## config.mk

```make
export PLATFORM = sky130hd
export DESIGN_NAME = afsf_ctrl
export DESIGN_NICKNAME = d
export VERILOG_FILES = /design/src/rtl/core/afsf_pkg.sv /design/src/rtl/core/afsf_ctrl.sv
export SDC_FILE = /design/constraint.sdc
export NUM_CORES = 1
export LEC_CHECK = 0
export CAP_MARGIN = 15
export CORE_AREA = 2 2 39 41
export DETAILED_ROUTE_END_ITERATION = 16
export DIE_AREA = 0 0 41 43
export DONT_BUFFER_PORTS = 1
export GPL_ROUTABILITY_DRIVEN = 0
export GPL_TIMING_DRIVEN = 0
export PLACE_DENSITY = 0.3
export SLEW_MARGIN = 25
export SYNTH_ARGS = -nofsm -noshare
export SYNTH_HDL_FRONTEND = slang
export SYNTH_SLANG_ARGS = --single-unit
```

## constraint.sdc

```tcl
create_clock -name clk -period 1.25 [get_ports clk]
set_clock_uncertainty 0.2 [all_clocks]
set_input_delay 0.25 -clock clk [delete_from_list [all_inputs] [get_ports clk]]
set_output_delay 0.25 -clock clk [all_outputs]
set_load 0.05 [all_outputs]
```

## src/rtl/core/afsf_pkg.sv

```systemverilog
// Shared types and constants for the audio frame FIFO with silence fill.
// Item and result beat structs, configuration register codes, saturating add.
// Used by afsf_ctrl, afsf_dp and audio_fifo_overflow_silence_fill_top.
`default_nettype none

package afsf_pkg;

  localparam int IO_LANES    = 4;
  localparam int WORD_W      = 32;
  localparam int LEN_W       = 13;
  localparam int CFG_IDX_W   = 2;
  localparam int CFG_DATA_W  = 13;

  localparam logic [CFG_IDX_W-1:0] CFG_CHANNEL_COUNT   = 2'd0;
  localparam logic [CFG_IDX_W-1:0] CFG_CAPACITY_FRAMES = 2'd1;

  localparam logic [2:0]       CHANNEL_COUNT_RESET   = 3'd2;
  localparam logic [LEN_W-1:0] CAPACITY_FRAMES_RESET = 13'd4096;

  localparam logic CMD_PUSH = 1'b0;
  localparam logic CMD_POP  = 1'b1;

  typedef struct packed {
    logic             command;
    logic             block_start;
    logic [LEN_W-1:0] block_frames;
    logic [WORD_W-1:0] sample_0;
    logic [WORD_W-1:0] sample_1;
    logic [WORD_W-1:0] sample_2;
    logic [WORD_W-1:0] sample_3;
  } item_t;

  typedef struct packed {
    logic              accepted;
    logic              frame_valid;
    logic              is_silence;
    logic [WORD_W-1:0] out_sample_0;
    logic [WORD_W-1:0] out_sample_1;
    logic [WORD_W-1:0] out_sample_2;
    logic [WORD_W-1:0] out_sample_3;
    logic [WORD_W-1:0] delivered_total;
    logic [WORD_W-1:0] overflow_total;
    logic [WORD_W-1:0] silence_total;
  } result_t;

  typedef struct packed {
    logic exec;  // apply the accepted item to the datapath state
    logic load;  // move the pending result into the output register
  } ctrl_cmd_t;

  typedef enum logic {
    ST_IDLE,
    ST_PEND
  } state_t;

  function automatic logic [WORD_W-1:0] sat_add(input logic [WORD_W-1:0] a,
                                                input logic [WORD_W-1:0] b);
    logic [WORD_W:0] s;
    s = {1'b0, a} + {1'b0, b};
    return s[WORD_W] ? {WORD_W{1'b1}} : s[WORD_W-1:0];
  endfunction

endpackage

`default_nettype wire

```

## src/rtl/core/afsf_ctrl.sv

```systemverilog
// Controller for the audio frame FIFO: tracks one pending result and the
// output register, and issues exec and load commands. Depends on afsf_pkg.
`default_nettype none

module afsf_ctrl (
  input  wire logic               clk,
  input  wire logic               rst,
  input  wire logic               item_valid,
  output logic                    item_stall,
  output logic                    result_valid,
  input  wire logic               result_stall,
  output afsf_pkg::ctrl_cmd_t     cmd
);

  afsf_pkg::state_t state, state_next;
  logic result_valid_next;

  always_ff @(posedge clk) begin
    if (rst) begin
      state        <= afsf_pkg::ST_IDLE;
      result_valid <= 1'b0;
    end else begin
      state        <= state_next;
      result_valid <= result_valid_next;
    end
  end

  always_comb begin
    cmd.load   = 1'b0;
    item_stall = 1'b0;
    unique case (state)
      afsf_pkg::ST_IDLE: begin
        cmd.load = 1'b0;
      end
      afsf_pkg::ST_PEND: begin
        // load when the output register is empty or its beat leaves now
        cmd.load = !result_valid || !result_stall;
      end
      default: begin
        cmd.load = 1'b0;
      end
    endcase
    item_stall = (state == afsf_pkg::ST_PEND) && !cmd.load;
    cmd.exec   = item_valid && !item_stall;

    priority if (cmd.exec) begin
      state_next = afsf_pkg::ST_PEND;
    end else if (cmd.load) begin
      state_next = afsf_pkg::ST_IDLE;
    end else begin
      state_next = state;
    end

    priority if (cmd.load) begin
      result_valid_next = 1'b1;
    end else if (!result_stall) begin
      result_valid_next = 1'b0;
    end else begin
      result_valid_next = result_valid;
    end
  end

endmodule

`default_nettype wire

```

# ---- After elaboration in Yosys (flattened, before gate mapping)
# Index checks and enable logic that the tools add are counted.
dict set report classes {
  n_eq_ne 1
  n_mux 5
  n_bitwise 1
  reduce_logical 8
}
# cell n
set ops {}
lappend ops {{1-bit zero test} 4}
lappend ops {{1-bit two-way mux} 4}
lappend ops {{1-bit logical AND} 2}
lappend ops {{2-bit by 1-bit inequality test with 1-bit output (second input constant)} 1}
lappend ops {{1-bit one-hot mux with 2 select lines} 1}
lappend ops {{2-bit nonzero test} 1}
lappend ops {{1-bit logical OR} 1}
lappend ops {{1-bit NOT} 1}
dict set report word_totals {
  reg_bits 2
  inputBits 4
  out_inout_bits 4
}

# ---- Depth between registers and ports, before layout
dict set report logic_depth {
  depth_word 8
  mapped_depth 4
  ltp_nobuf 3
}

# ---- Worst setup path after synthesis
# Ideal clock, no wire load.
dict set report synth_path {
  kind {register to output}
  start {register result_valid}
  end {output cmd[1] (netlist name)}
  arrival_ns 1.432
  required_time_ns 0.800
  path_slack_ns -0.632
  stages_incl_launch_ff 5
  cell_sequence {dfxtp_1 nand3_2 inv_1 nor2_1 buf_4}
}
# item line
set synth_rtl {}
lappend synth_rtl {{from (decl)} afsf_ctrl.sv:10} ;# output logic result_valid,
lappend synth_rtl {{from (signal assigned)} afsf_ctrl.sv:24} ;# result_valid <= result_valid_next;
lappend synth_rtl {{to (decl)} afsf_ctrl.sv:12} ;# output afsf_pkg::ctrl_cmd_t cmd

==> summary.txt <==
Worst hold path
  – Hold-critical path depth: 2
  – Hold path startpoint: result_stall
  – Hold Crit Class: input pin to register
  – Hold endpoint: state

Die
  – Row cnt: 14
  – Die area: 1763 um2
  – Horiz. Die Dim: 41 um
  – Initial core utilization: 7.324%
  – Core area: 1384 um2
  – Die Y: 43 um
  – # IOs: 8

Synthesis
  – Yosys top cell by area: dfxtp_1
  – Syn Area/Cell: 8.446 um2
  – Synth Warn #: 0
  – Yosys top cell area share: 39.51%
  – EDFF count, synth: 0
  – Register area share after synthesis: 39.51%
  – #FFs+latches synth: 2
  – Synth Area in Compound Gates: 20.99%
  – Cell Area, Synth: 101.3 um2
  – Ys flop type: dfxtp_1
  – Synth cell types: 8
  – Multiplexer share of the synthesized area: 0%
  – XOR/XNOR Fraction of Synth Area: 0%
  – Cell count after synthesis: 12
  – Synth Net Count: 16
  – Asr flop ratio synth: 0%
  – Main area contributors after synthesis: dfxtp_1 40%, buf_4 15%, nand3_2 9.9%
  – Post-synth top cells: 2 x buf_4, 2 x dfxtp_1, 2 x inv_1, 2 x nor2_1
  – Largest family of logic cells by synthesized area: buffers and inverters
  – Simple-gate share of the synthesized area: 17.28%
  – Post-Synth Adder-Cell Area: 0%

Cells and area
  – N_diodes: 0
  – Layout net count: 24
  – Layout cell share with drive strength beyond 1: 52.63%
  – Reg area: 43.79 um2
  – Design Area, Final: 198.9 um2
  – Final Util: 14.38%
  – Area occupied by multi-input gates: 48.80 um2
  – Fillers: 163
  – Synthesis-to-layout area growth: 96.30%

STA
  – Max-slew violations: 0
  – Slew margin rel.: 81.59%
  – RSZ-0062 raised after global routing: yes
  – Worst slew pin tran: 275.6 ps
  – Fin. Hold Viols: 0
  – Period minus WS final: 1808 ps
  – TNS Setup: -1034 ps
  – Final period util: 144.6%
  – Final setup viols: 3
  – PnR worst setup slack: -557.9 ps
  – Max Fclk: 0.5531 GHz

Setup path
  – Startpoint types: register
  – CP Data Arrival Time: 1360 ps
  – Critical path class: register to output pin
  – Reg2reg end: state
  – Setup slack, reg-to-reg: 280 ps
  – Maximum fanout along the worst path: 4
  – Largest stage delay, worst path: 400 ps
  – Crit-path slowest cell: dfxtp_4
  – CP Capture Type: output pin
  – Worst r2r src: result_valid
  – Crit path cell chain: nand3_4 > clkinvlp_4 > nor2_2 > buf_6
  – Req. time, crit path: 800 ps
  – Reg2Reg Depth: 2

GRT
  – Vias in the first global route: 107
  – Tot GR Track Use: 4.709%
  – GRT overflow: 0
  – First-pass GRT wire length: 386 um
  – Initial antenna violation count: 0
  – Largest net degree at the start of global routing: 5

Clock tree
  – Clock Tree Buf Depth: 2
  – Clk slew on worst S/H paths: 30 ps
  – Root Driver: clkbuf_4
  – Total number of H-tree levels: 1
  – Worst skew pair latency: 230 ps
  – CTS Buf Count: 3
  – CTS Sinks: 2
  – CTS tree: built

Placed design
  – Placed Area: 142.6 um2
  – Dpl ws: -345.2 ps
  – Port Buffers: 0

Drt
  – DRT antenna net count: 0
  – Vias post-DR: 104
  – Detailed Route Iter0 Violations: 0
  – Via density: 2.971
  – DR pass1 iterations: 1
  – Drt drc: 0
  – Wire per inst: 7.743 um
  – Routed WL: 271 um

Pwr
  – Max VDD drop: 0.2244 mV
  – Pwr Density: 1406 nW/um2
  – Leakage: 0.07136 nW
  – Total chip power: 279.7 uW

Job
  – # Max-Cap Violations: 0

Run status
  – Failing checks: setup timing
  – Status: complete, but fails checks
[through the flow]
| stage | hold slack (ps) | std cells |
|---|---|---|
| 6_report | 7.426 | 35 |
| 5_1_grt | 2.640 | 35 |
| 3_5_place_dp | 115.3 | 28 |
| 3_3_place_gp | 114.0 | 28 |
| 4_1_cts | -38.02 | 33 |
| 2_1_floorplan | 112.4 | 12 |
[logic make-up after synthesis]
kind of cell,after synthesis
and+or+nand+nor,3
buffers and inverters,4
AOI/OAI and AO/OA,3
DFF,2
[how the worst max path moves through the flow]
stage                             from  endpoint  slack [ps]  depth (start not counted)
after detailed placement  result_valid    cmd[1]        -350                          4
after CTS                 result_valid    cmd[1]        -580                          4
final                     result_valid    cmd[1]        -560                          4
after global placement    result_valid    cmd[1]        -330                          4
after global routing      result_valid    cmd[1]        -600                          4
after floorplan           result_valid    cmd[1]        -300                          4
[area by class of cell]
class                   instances  share of cell area [%]
clock buffers                   4                   13.21
well taps                      16                   10.06
repair buffers                  3                   15.09
inverters                       2                   5.660
multi-input cells               6                   24.53
flip-flops and latches          2                   22.01
plain buffers                   2                   9.434
[placed cells by master, fill, tap and decap left out]
cell,count
dfxtp_1,1
nor2_2,1
a21oi_2,1
clkbuf_1,1
a21oi_1,1
dfxtp_4,1
a21boi_0,1
nor2_1,1
clkbuf_4,3
nand3_4,1
dlygate4sd3_1,3
clkinvlp_4,1
buf_6,1
inv_1,1
buf_4,1
[layer usage]
metal	routed length, um	track usage, %	vias to the layer above
met5	0	0	-
met4	25	10.00	0
met3	39	5.236	4
met2	124	4.063	6
met1	81	2.875	44
li1	-	-	50
[what timing repair did]
action | in CTS | in global routing
hold buffers | 1 | 2
resized for setup | 0 | 0
setup endpoints to repair | 3 | 3
endpoints found under the hold margin | 2 | 2
setup buffers | 0 | 0
pin swaps | 1 | 0
[worst max-delay path, delay by kind of cell (launching register included)]
family | cells | cell delay, ps
flops | 1 | 400
buf+inv | 2 | 430
simple gates | 2 | 290
[flip-flops by register name, summed over array words and instances, names as in the netlist]
register      flops
state             1
result_valid      1
[report_power, final]
part	switching, mW	leakage (nW)	internal [mW]
registers	0.0111	0.0173	0.0673
clock network	0.0426	0.0150	0.119
logic	0.0230	0.0391	0.0168
Power figures use the tool's default switching activity.
